===== config.mk =====
export PLATFORM = sky130hd
export DESIGN_NAME = dual_quadrature_encoder_decoder_core
export DESIGN_NICKNAME = d
export VERILOG_FILES = /design/src/hdl/dqed_pkg.sv /design/src/hdl/dual_quadrature_encoder_decoder_core.sv /design/src/hdl/dqed_track.sv
export SDC_FILE = /design/constraint.sdc
export NUM_CORES = 1
export LEC_CHECK = 0
export BUFFER_PORTS_ARGS = -buffer_cell sky130_fd_sc_hd__buf_2
export CORE_ASPECT_RATIO = 0.9
export CORE_MARGIN = 5
export CORE_UTILIZATION = 58
export DETAILED_ROUTE_END_ITERATION = 16
export MAX_ROUTING_LAYER = met4
export PLACE_DENSITY = 0.79
export SYNTH_ARGS = -nofsm -noshare
export SYNTH_HDL_FRONTEND = slang
export SYNTH_SLANG_ARGS = --single-unit

===== constraint.sdc =====
create_clock -name clk -period 8.8 [get_ports clk]
set_input_delay 0.88 -clock clk [delete_from_list [all_inputs] [get_ports clk]]
set_output_delay 0.88 -clock clk [all_outputs]
set_load 0.01 [all_outputs]

===== src/hdl/dqed_pkg.sv =====
// Shared types, constants and the Gray-code direction function for the encoder decoder.
package dqed_pkg;

  localparam int THRESH_BITS = 8;
  localparam int CFG_INDEX_BITS = 2;

  typedef logic [THRESH_BITS-1:0] thresh_t;
  typedef logic [CFG_INDEX_BITS-1:0] cfg_index_t;

  typedef struct packed {
    thresh_t step;
    thresh_t second;
    thresh_t third;
  } thresholds_t;

  typedef enum logic [1:0] {
    DIR_NONE = 2'd0,
    DIR_CW   = 2'd1,
    DIR_CCW  = 2'd2
  } dir_t;

  localparam cfg_index_t REG_STEP_THRESHOLD   = 2'd0;
  localparam cfg_index_t REG_SECOND_THRESHOLD = 2'd1;
  localparam cfg_index_t REG_THIRD_THRESHOLD  = 2'd2;

  localparam thresh_t STEP_THRESHOLD_RESET   = 8'd3;
  localparam thresh_t SECOND_THRESHOLD_RESET = 8'd31;
  localparam thresh_t THIRD_THRESHOLD_RESET  = 8'd63;

  localparam logic [1:0] POS_DETENT = 2'b11;
  localparam logic [1:0] POS_ARM    = 2'b00;

  // Clockwise order is 11, 01, 00, 10 and back to 11.
  function automatic logic [1:0] cw_successor(input logic [1:0] pos);
    logic [1:0] succ;
    unique case (pos)
      2'b00: succ = 2'b10;
      2'b01: succ = 2'b00;
      2'b10: succ = 2'b11;
      2'b11: succ = 2'b01;
      default: succ = 2'b00;
    endcase
    return succ;
  endfunction

  function automatic dir_t classify(input logic [1:0] new_pos, input logic [1:0] old_pos);
    dir_t dir;
    if (cw_successor(old_pos) == new_pos) begin
      dir = DIR_CW;
    end else if (cw_successor(new_pos) == old_pos) begin
      dir = DIR_CCW;
    end else begin
      dir = DIR_NONE;
    end
    return dir;
  endfunction

endpackage


===== src/hdl/dual_quadrature_encoder_decoder_core.sv =====
// Dual quadrature encoder decoder with speed-compensated step output.
// An accepted sample is held in the input register, then its result in the output register.
// Throughput: one sample per cycle unless the output stalls; history is updated per sample.
// The input and output registers stall only when the output side holds back tready.
// Synchronous reset clears the encoder state, both registers' valid flags and
// restores the threshold defaults 3, 31 and 63.
module dual_quadrature_encoder_decoder_core #(
  parameter int HISTORY_BITS = 8
) (
  input  logic                       clk,
  input  logic                       rst,
  input  logic                       s_tvalid,
  output logic                       s_tready,
  input  logic [7:0]                 s_tdata,   // [3:0] encoder_sample, [7:4] zero
  output logic                       m_tvalid,
  input  logic                       m_tready,
  output logic [7:0]                 m_tdata,   // [2:0] right_steps, [5:3] left_steps, [7:6] zero
  input  logic                       cfg_wr_en,
  input  dqed_pkg::cfg_index_t       cfg_index,
  input  dqed_pkg::thresh_t          cfg_data
);
  import dqed_pkg::*;

  thresholds_t             thr;
  logic                    in_valid;
  logic [3:0]              in_sample;
  logic                    out_valid;
  logic signed [2:0]       out_right;
  logic signed [2:0]       out_left;
  logic                    advance;

  logic [3:0]              last_position;
  logic [1:0]              armed_flags;
  logic [HISTORY_BITS-1:0] right_cw;
  logic [HISTORY_BITS-1:0] right_ccw;
  logic [HISTORY_BITS-1:0] left_cw;
  logic [HISTORY_BITS-1:0] left_ccw;

  logic [HISTORY_BITS-1:0] right_cw_next;
  logic [HISTORY_BITS-1:0] right_ccw_next;
  logic [HISTORY_BITS-1:0] left_cw_next;
  logic [HISTORY_BITS-1:0] left_ccw_next;
  logic                    right_armed_next;
  logic                    left_armed_next;
  logic signed [2:0]       right_steps_next;
  logic signed [2:0]       left_steps_next;

  assign advance  = in_valid && (!out_valid || m_tready);
  assign s_tready = !in_valid || advance;
  assign m_tvalid = out_valid;
  assign m_tdata  = {2'b00, out_left, out_right};

  dqed_track #(.HISTORY_BITS(HISTORY_BITS)) u_right (
    .cur        (in_sample[1:0]),
    .prev       (last_position[1:0]),
    .armed      (armed_flags[0]),
    .cw         (right_cw),
    .ccw        (right_ccw),
    .thr        (thr),
    .cw_next    (right_cw_next),
    .ccw_next   (right_ccw_next),
    .armed_next (right_armed_next),
    .steps      (right_steps_next)
  );

  dqed_track #(.HISTORY_BITS(HISTORY_BITS)) u_left (
    .cur        (in_sample[3:2]),
    .prev       (last_position[3:2]),
    .armed      (armed_flags[1]),
    .cw         (left_cw),
    .ccw        (left_ccw),
    .thr        (thr),
    .cw_next    (left_cw_next),
    .ccw_next   (left_ccw_next),
    .armed_next (left_armed_next),
    .steps      (left_steps_next)
  );

  always_ff @(posedge clk) begin
    if (rst) begin
      thr.step   <= STEP_THRESHOLD_RESET;
      thr.second <= SECOND_THRESHOLD_RESET;
      thr.third  <= THIRD_THRESHOLD_RESET;
    end else if (cfg_wr_en) begin
      unique case (cfg_index)
        REG_STEP_THRESHOLD:   thr.step   <= cfg_data;
        REG_SECOND_THRESHOLD: thr.second <= cfg_data;
        REG_THIRD_THRESHOLD:  thr.third  <= cfg_data;
        default: ;
      endcase
    end
  end

  always_ff @(posedge clk) begin
    if (rst) begin
      in_valid <= 1'b0;
    end else if (s_tready) begin
      in_valid <= s_tvalid;
    end
  end

  always_ff @(posedge clk) begin
    if (s_tready && s_tvalid) begin
      in_sample <= s_tdata[3:0];
    end
  end

  always_ff @(posedge clk) begin
    if (rst) begin
      out_valid     <= 1'b0;
      last_position <= '0;
      armed_flags   <= '0;
      right_cw      <= '0;
      right_ccw     <= '0;
      left_cw       <= '0;
      left_ccw      <= '0;
    end else begin
      if (advance) begin
        out_valid     <= 1'b1;
        last_position <= in_sample;
        armed_flags   <= {left_armed_next, right_armed_next};
        right_cw      <= right_cw_next;
        right_ccw     <= right_ccw_next;
        left_cw       <= left_cw_next;
        left_ccw      <= left_ccw_next;
      end else if (m_tready) begin
        out_valid <= 1'b0;
      end
    end
  end

  always_ff @(posedge clk) begin
    if (advance) begin
      out_right <= right_steps_next;
      out_left  <= left_steps_next;
    end
  end

endmodule


===== src/hdl/dqed_track.sv =====
// Next-state and step logic for one quadrature encoder.
module dqed_track #(
  parameter int HISTORY_BITS = 8
) (
  input  logic [1:0]               cur,
  input  logic [1:0]               prev,
  input  logic                     armed,
  input  logic [HISTORY_BITS-1:0]  cw,
  input  logic [HISTORY_BITS-1:0]  ccw,
  input  dqed_pkg::thresholds_t    thr,
  output logic [HISTORY_BITS-1:0]  cw_next,
  output logic [HISTORY_BITS-1:0]  ccw_next,
  output logic                     armed_next,
  output logic signed [2:0]        steps
);
  import dqed_pkg::*;

  localparam int CMP_BITS = (HISTORY_BITS > THRESH_BITS) ? HISTORY_BITS : THRESH_BITS;

  dir_t                    dir;
  logic [HISTORY_BITS-1:0] cw_sh;
  logic [HISTORY_BITS-1:0] ccw_sh;
  logic [CMP_BITS-1:0]     cw_ext;
  logic [CMP_BITS-1:0]     ccw_ext;
  logic [CMP_BITS-1:0]     step_ext;
  logic [CMP_BITS-1:0]     second_ext;
  logic [CMP_BITS-1:0]     third_ext;
  logic                    cw_fire;
  logic                    ccw_fire;
  logic [CMP_BITS-1:0]     fired_hist;
  logic [1:0]              count;

  always_comb begin
    dir = classify(cur, prev);
    unique case (dir)
      DIR_CW: begin
        cw_sh  = {cw[HISTORY_BITS-2:0], 1'b1};
        ccw_sh = {1'b0, ccw[HISTORY_BITS-1:1]};
      end
      DIR_CCW: begin
        cw_sh  = {1'b0, cw[HISTORY_BITS-1:1]};
        ccw_sh = {ccw[HISTORY_BITS-2:0], 1'b1};
      end
      default: begin
        cw_sh  = {1'b0, cw[HISTORY_BITS-1:1]};
        ccw_sh = {1'b0, ccw[HISTORY_BITS-1:1]};
      end
    endcase
    if (cur == POS_DETENT) begin
      cw_sh  = '0;
      ccw_sh = '0;
    end

    cw_ext     = CMP_BITS'(cw_sh);
    ccw_ext    = CMP_BITS'(ccw_sh);
    step_ext   = CMP_BITS'(thr.step);
    second_ext = CMP_BITS'(thr.second);
    third_ext  = CMP_BITS'(thr.third);

    cw_fire  = armed && (cw_ext >= step_ext);
    ccw_fire = armed && !cw_fire && (ccw_ext >= step_ext);
    fired_hist = cw_fire ? cw_ext : ccw_ext;

    count = 2'd1;
    if (fired_hist >= second_ext) begin
      count = (fired_hist >= third_ext) ? 2'd3 : 2'd2;
    end

    if (cur == prev) begin
      cw_next    = cw;
      ccw_next   = ccw;
      armed_next = armed;
      steps      = '0;
    end else begin
      cw_next    = (cw_fire || ccw_fire) ? '0 : cw_sh;
      ccw_next   = (cw_fire || ccw_fire) ? '0 : ccw_sh;
      armed_next = (armed && !cw_fire && !ccw_fire) || (cur == POS_ARM);
      if (cw_fire) begin
        steps = $signed({1'b0, count});
      end else if (ccw_fire) begin
        steps = -$signed({1'b0, count});
      end else begin
        steps = '0;
      end
    end
  end

endmodule


**After elaboration in Yosys (flattened, before gate mapping)**

Index checks and enable logic that the tools add are counted.

- Bits in writable memories: 0
- Latch bits: 0
- Bits of input ports: 23
- Logic and storage cells: 124
- Output and inout bits: 10
- Memories kept: 0
- Register bits after elaboration: 74
- Memory bits (read-only): 0

- $mul: 0
- Divide/modulo/power cells: 0
- Shifts and indexed selects: 0
- Add/subtract/negate cells: 2
- Multiplexer cells: 34
- Magnitude comparators: 8
- Bitwise logic cells: 4
- Reductions and logical operators: 35
- Equal/unequal tests: 24

Operators by type and width:

| kind | count |
|---|---|
| $mux 8 | 14 |
| $ge 8x8->1 | 8 |
| $pmux 2 s4 | 4 |
| $mux 2 | 12 |
| $eq 2x2->1 const B | 11 |
| $eq 2x1->1 const B | 7 |
| $eq 2x2->1 | 6 |
| $logic_and 1x1->1 | 10 |
| $logic_not 2->1 | 5 |
| $reduce_and 2->1 | 5 |
| $logic_not 1->1 | 6 |
| $logic_or 1x1->1 | 6 |
| $neg 2->3 | 2 |
| $reduce_or 3->1 | 2 |
| $mux 1 | 4 |
| $not 1->1 | 4 |
| $reduce_bool 2->1 | 1 |

**Logic depth before layout (Yosys ltp)**

- Depth in word-level cells: 19
- Depth in mapped cells: 23
- Depth with buffers taken out: 21

**Hierarchy**

Synthesis repeated with hierarchy kept, for this count alone.

- Cells, all modules: 900
- Area total of the unflattened synthesis: 7250.7 µm²

Modules (own cells, without submodules):

| module | times used | area an instance (µm²) | seq. area each (µm²) | cells each |
|---|---|---|---|---|
| dqed_track | 2 | 2144.6 | 0.0 | 311 |
| dual_quadrature_encoder_decoder_core | 1 | 2961.6 | 1581.5 | 278 |

**Worst setup path after synthesis**

Ideal clock, no wire load.

- Path kind: register -> register
- Start point: register in_sample[0]
- End point: register out_right[1], data pin
- Arrival time: 3906 ps
- Required time: 8544 ps
- Path slack: 4639 ps
- Stages on the path, launching flop included: 23
- Path buffers: 1
- Library setup time: 256 ps
- Clock period less this slack: 4161 ps
- Cell sequence: edfxtp_1 > buf_2 > xor2_1 > nor2_1 > nor2_1 > nor2_1 > inv_1 > ha_1 > nand2b_1 > a211oi_1 > o2111ai_1 > o211ai_1 > o21ai_2 > nand2_2 > mux2_2 > ha_1 > nand2_1 > o21ai_0 > a41oi_1 > a21oi_1 > nand2_1 > nand4b_1 > nand2_1

- Longest elaborated chain between the ends: 18
- Elaborated cells on any way between the ends: 31
- Classes of those cells: add/sub: 1; order compare: 4; eq/ne: 8; mux: 13; reduce/logical: 5

RTL lines:

| element | RTL line | source |
|---|---|---|
| from (decl) | dual_quadrature_encoder_decoder_core.sv:26 | `logic [3:0] in_sample;` |
| from (signal assigned) | dual_quadrature_encoder_decoder_core.sv:104 | `in_sample <= s_tdata[3:0];` |
| $eq 2x2->1 (tied with other cells) | dqed_pkg.sv:36, dqed_track.sv:49 |  |
| $pmux 2 s4 | dqed_pkg.sv:36 | `unique case (pos)` |
| $mux 2 | dqed_pkg.sv:48 | `if (cw_successor(old_pos) == new_pos) begin` |
| $eq 2x2->1 | dqed_pkg.sv:50 | `end else if (cw_successor(new_pos) == old_pos) begin` |
| $mux 2 | dqed_pkg.sv:50 |  |
| $mux 2 | dqed_pkg.sv:48 |  |
| $eq 2x1->1 | dqed_track.sv:35 | `unique case (dir)` |
| $mux 8 | dqed_track.sv:35 |  |
| (+2 left out) | - |  |
| $logic_and 1x1->1 | dqed_track.sv:60 | `cw_fire = armed && (cw_ext >= step_ext);` |
| $mux 8 | dqed_track.sv:62 | `fired_hist = cw_fire ? cw_ext : ccw_ext;` |
| $ge 8x8->1 | dqed_track.sv:66 | `count = (fired_hist >= third_ext) ? 2'd3 : 2'd2;` |
| $mux 1 | dqed_track.sv:66 |  |
| $mux 2 | dqed_track.sv:65 | `if (fired_hist >= second_ext) begin` |
| $neg 2->3 | dqed_track.sv:81 | `steps = -$signed({1'b0, count});` |
| $mux 2 | dqed_track.sv:80 | `end else if (ccw_fire) begin` |
| $mux 2 | dqed_track.sv:78 | `if (cw_fire) begin` |
| to (signal assigned) | dual_quadrature_encoder_decoder_core.sv:134 | `out_right <= right_steps_next;` |
| to (decl) | dual_quadrature_encoder_decoder_core.sv:28 | `logic signed [2:0] out_right;` |

Parallel ways exist; a longest one is shown, timed or not. The select of a mux whose other input is x is not followed.
A chain may end at the register's enable or synchronous reset.

**Final worst setup path**

- Start point: register in_sample[3]
- End point: register out_left[1], data pin

- Longest elaborated chain between the ends: 18
- Elaborated cells on any way between the ends: 31
- Classes of those cells: add/sub: 1; order compare: 4; eq/ne: 8; mux: 13; reduce/logical: 5

RTL lines:

| element | RTL line | source |
|---|---|---|
| $eq 2x2->1 (tied with other cells) | dqed_pkg.sv:36, dqed_track.sv:49 |  |
| $pmux 2 s4 | dqed_pkg.sv:36 |  |
| $mux 2 | dqed_pkg.sv:48 |  |
| $eq 2x2->1 | dqed_pkg.sv:50 |  |
| $mux 2 | dqed_pkg.sv:50 |  |
| $mux 2 | dqed_pkg.sv:48 |  |
| $eq 2x1->1 | dqed_track.sv:35 |  |
| $mux 8 | dqed_track.sv:35 |  |
| (+2 left out) | - |  |
| $logic_and 1x1->1 | dqed_track.sv:60 |  |
| $mux 8 | dqed_track.sv:62 |  |
| $ge 8x8->1 | dqed_track.sv:66 |  |
| $mux 1 | dqed_track.sv:66 |  |
| $mux 2 | dqed_track.sv:65 |  |
| $neg 2->3 | dqed_track.sv:81 |  |
| $mux 2 | dqed_track.sv:80 |  |
| $mux 2 | dqed_track.sv:78 |  |
| to (signal assigned) | dual_quadrature_encoder_decoder_core.sv:135 | `out_left <= left_steps_next;` |
| to (decl) | dual_quadrature_encoder_decoder_core.sv:29 | `logic signed [2:0] out_left;` |

Parallel ways exist; a longest one is shown, timed or not. The select of a mux whose other input is x is not followed.

==> metrics.md <==
| Metric | Value |
|---|---|
| Outcome | `finished, final reports clean` |
| Area of the core | `between 8000 and 9000 um2` |
| Synth Warn # | `0` |
| Fin crit period | `5.24 ns` |
| Ant diodes | `0` |
| Hold-fix buffers, CTS | `0` |
| Synth area leader | `dfxtp_1` |
| Worst Tran Pin Value | `~1.3 ns` |
| Worst reg2reg path depth | `21` |
| Post-synth EDFFs | `10` |
| Gr ovfl total | `0` |
| Power, Total | `0.000692 W` |
| Nets | `673` |
| Logic pwr share | `a little over an eighth` |
| Core Util, Final | `between 60% and 70%` |
| Area delta synth->final | `6.50%` |
| Wire length per cell | `~17 um` |
| Num CTS Buffers | `9` |
| Avg Inst Size Synth | `8.62 um2` |
| CP peak stage delay | `just under 0.6 ns` |
| Crit. End Element | `register` |
| Die area | `10400 um2` |
| # rows | `31` |
| Final WL | `roughly 12000 um` |
| First-pass GRT wire length | `just under 20000 um` |
| Synth area leaders | `dfxtp_1, ha_1, nand2_1` |
| Flop2flop setup slack | `3.56 ns` |
| Worst path slowest cell | `edfxtp_1` |
| GRT Util Overall | `between 20% and 30%` |
| Period utilisation layout | `59.5%` |
| Synth Instances | `570` |
| Fmax | `between 0.15 and 0.2 GHz` |
| Vias per Instance | `6.09` |
| WP data required | `a little under 9 ns` |
| Hold endpoint | `thr[14]$_SDFFE_PP0P_` |
| Clock share of power | `about a third` |
| Initial core utilization | `about 60%` |
| Max-Cap Viols | `0` |
| Largest buffer count on any clock path | `2` |
| Fin. Hold Viols | `0` |
| R2R Path Start | `in_sample[3]$_DFFE_PP_` |
| WS Path Type | `register to register` |
| Number of setup buffers added after CTS | `0` |
| Most common cell on crit path | `nor2_1` |
| Flops & latches, synth | `74` |
| Relative slew slack | `15.0%` |
| Final hold slack | `about 0.47 ns` |
| Post-Syn Area | `a little under 5000 um2` |
| H-tree depth | `3` |
| Final setup TNS | `0 ns` |
| Die span in y | `just under 100 um` |
| FFs w/ async S/R, synth | `0%` |
| Post-CTS sizing | `0` |
| Critical Path AT | `roughly 5.4 ns` |
| Post-route ant nets | `0` |
| Starting DRT DRC Count | `227` |
| GP Congestion | `0.860` |
| Largest net degree at the start of global routing | `26` |
| Worst r2r dst | `out_left[1]$_SDFFCE_PN0P_` |
| Vias in the first global route | `approximately 4.0k` |
| Count leader, synth | `nand2_1` |
| Distinct cells, synth | `58` |
| Hold Crit Class | `register to register` |
| Worst path cell trace | `xnor2_1, nor2_1, nor2_1, nor2_1, inv_1, ha_1, nand2b_1, a211oi_1, o2111a_1, a2111oi_2, or2_1, nand2_8, mux2_4, ha_1, nand2_1, o21ai_0, a41oi_1, a21oi_1, nand2_1, nand3b_1, a21oi_1` |
| DPL Wire Length | `approximately 8800 um` |
| Sequential share of the synthesized area | `32.2%` |
| Switch Pwr | `between 0.00015 and 0.0002 W` |
| # setup viols final | `0` |
| CTS tree | `done` |
| Fraction of layout cells with a size suffix above 1 | `around 11%` |
| Power Density | `roughly 130 nW/um2` |
| Layout Skew | `about 0.011 ns` |
| Hold path depth | `2` |
| Die width | `107 um` |
| Worst-Skew Late Latency | `~0.36 ns` |
| Total I/O pin count | `33` |
| Drt drc | `0` |
| Clock Sinks | `between 70 and 80` |
| RSZ-0062 raised after global routing | `false` |
| Critical Path Start Type | `register` |
| I/O Buffers | `26` |
| Main synth FF type | `dfxtp_1` |
| Post-synth top area share | `a little over a quarter` |
| Peak VDD IR | `about 0.000075 V` |
| Worst hold start | `thr[14]$_SDFFE_PP0P_` |
| DRT Pass-1 Iters | `5` |
| Flop pwr share | `a little over half` |
| Synth cell count leaders | `nand2_1, dfxtp_1, ha_1` |
| Via count | `4213` |
| Final Max Slew Viols | `0` |
| Clock transition at path regs | `roughly 0.07 ns` |
| Leak | `about 2.4 nW` |
| Clock root buffer | `clkbuf_8` |
| Worst Path Max Fanout | `11` |
| Sw frac | `between 20% and 30%` |
| P_int | `roughly 0.00050 W` |
| Initial antenna violation count | `0` |
power by group through the flow:
| stage | registers (W) | logic (W) | clock network, W |
|---|---|---|---|
| final | 0.000361 | 0.0000925 | 0.000239 |
| after global routing | 0.000362 | 0.000104 | 0.000259 |
| after CTS | 0.000361 | 0.0000917 | 0.000244 |
| after detailed placement | 0.000368 | 0.0000909 | 0 |
| after global placement | 0.000368 | 0.0000872 | 0 |
| after floorplan | 0.000364 | 0.0000719 | 0 |
sequential cells by signal, indices dropped and copies added, names as in the netlist:
signal / cells
m_tvalid: 1
out_left: 3
out_right: 3
left_cw: 8
in_sample: 4
right_ccw: 8
in_valid: 1
last_position: 4
armed_flags: 2
right_cw: 8
thr: 24
left_ccw: 8
cells by family after synthesis:
family | Yosys count | share of synthesized area, %
and+or+nand+nor | 209 | 19.9
AOI/OAI and AO/OA | 143 | 20.0
DFF | 74 | 32.2
muxes | 22 | 5.37
xor gates and xnor gates | 10 | 1.94
other | 1 | 0.0763
buffers and inverters | 49 | 4.66
adders and majority gates | 62 | 15.8
per-layer routing:
| layer | track usage (%) | part of all wire [%] | up-vias |
|---|---|---|---|
| met5 | - | 0 | - |
| met4 | 7.57 | 1.6 | 0 |
| met3 | 4.98 | 5.8 | 16 |
| met2 | 37.0 | 46 | 118 |
| met1 | 31.0 | 46 | 2000 |
| li1 | - | - | 2079 |
worst max path at each step:
stage / slack (ns) / cells after the start / endpoint / start
final: 3.56 / 21 / out_left[1]$_SDFFCE_PN0P_ / in_sample[3]$_DFFE_PP_
after global routing: 3.26 / 21 / out_left[1]$_SDFFCE_PN0P_ / in_sample[3]$_DFFE_PP_
after global placement: 3.74 / 21 / out_left[1]$_SDFFCE_PN0P_ / in_sample[3]$_DFFE_PP_
after floorplan: 4.64 / 22 / out_right[1]$_SDFFCE_PN0P_ / in_sample[0]$_DFFE_PP_
after detailed placement: 3.71 / 21 / out_left[1]$_SDFFCE_PN0P_ / in_sample[3]$_DFFE_PP_
after CTS: 3.68 / 21 / out_left[1]$_SDFFCE_PN0P_ / in_sample[3]$_DFFE_PP_
metrics by stage:
| stage | area [um2] | worst slack (ns) | cells |
|---|---|---|---|
| final | 5230 | 3.56 | 692 |
| after global routing | 5230 | 3.26 | 692 |
| after CTS | 5230 | 3.68 | 692 |
| after detailed placement | 5060 | 3.71 | 676 |
| after global placement | 5060 | 3.74 | 676 |
| after floorplan | 4920 | 4.64 | 571 |
worst max-delay path, delay by kind of cell, from the launching register on:
family | cells | cell delay [ns]
AOI/OAI and AO/OA | 7 | 1.52
xor gates and xnor gates | 1 | 0.23
adders and majority gates | 2 | 0.58
buffers and inverters | 1 | 0.09
DFF | 1 | 0.58
muxes | 1 | 0.35
and+or+nand+nor | 9 | 1.64
cell usage in the layout (no fill, tap or decap), types with 3 or more instances in the layout:
cell type,instances
nand2b_1,5
ha_1,62
inv_1,26
buf_2,26
mux2i_1,8
o21ai_0,12
nor2b_1,9
nand2_1,101
nor3b_1,4
clkinv_2,3
a32o_1,4
nor3_1,5
mux2_2,7
a21oi_1,57
and3_1,4
xnor2_1,7
o21a_1,4
a41oi_1,4
o21ai_1,3
a22o_1,28
mux2_4,7
clkbuf_8,11
a211oi_1,3
nor2_1,44
dfxtp_1,64
o211ai_1,13
nand3_1,10
o21bai_1,3
and2_1,5
edfxtp_1,10
nand3b_1,3
and3b_1,4
final cells by class:
type,instances,area [um2]
fill,669,2910
multi-input combinational,448,3110
tap,99,124
timing repair buffer,28,145
clock buffer,13,159
clock inverter,3,15.0
sequential,74,1580
inverter,27,101
Note: power is estimated with default switching activity, not from simulation.
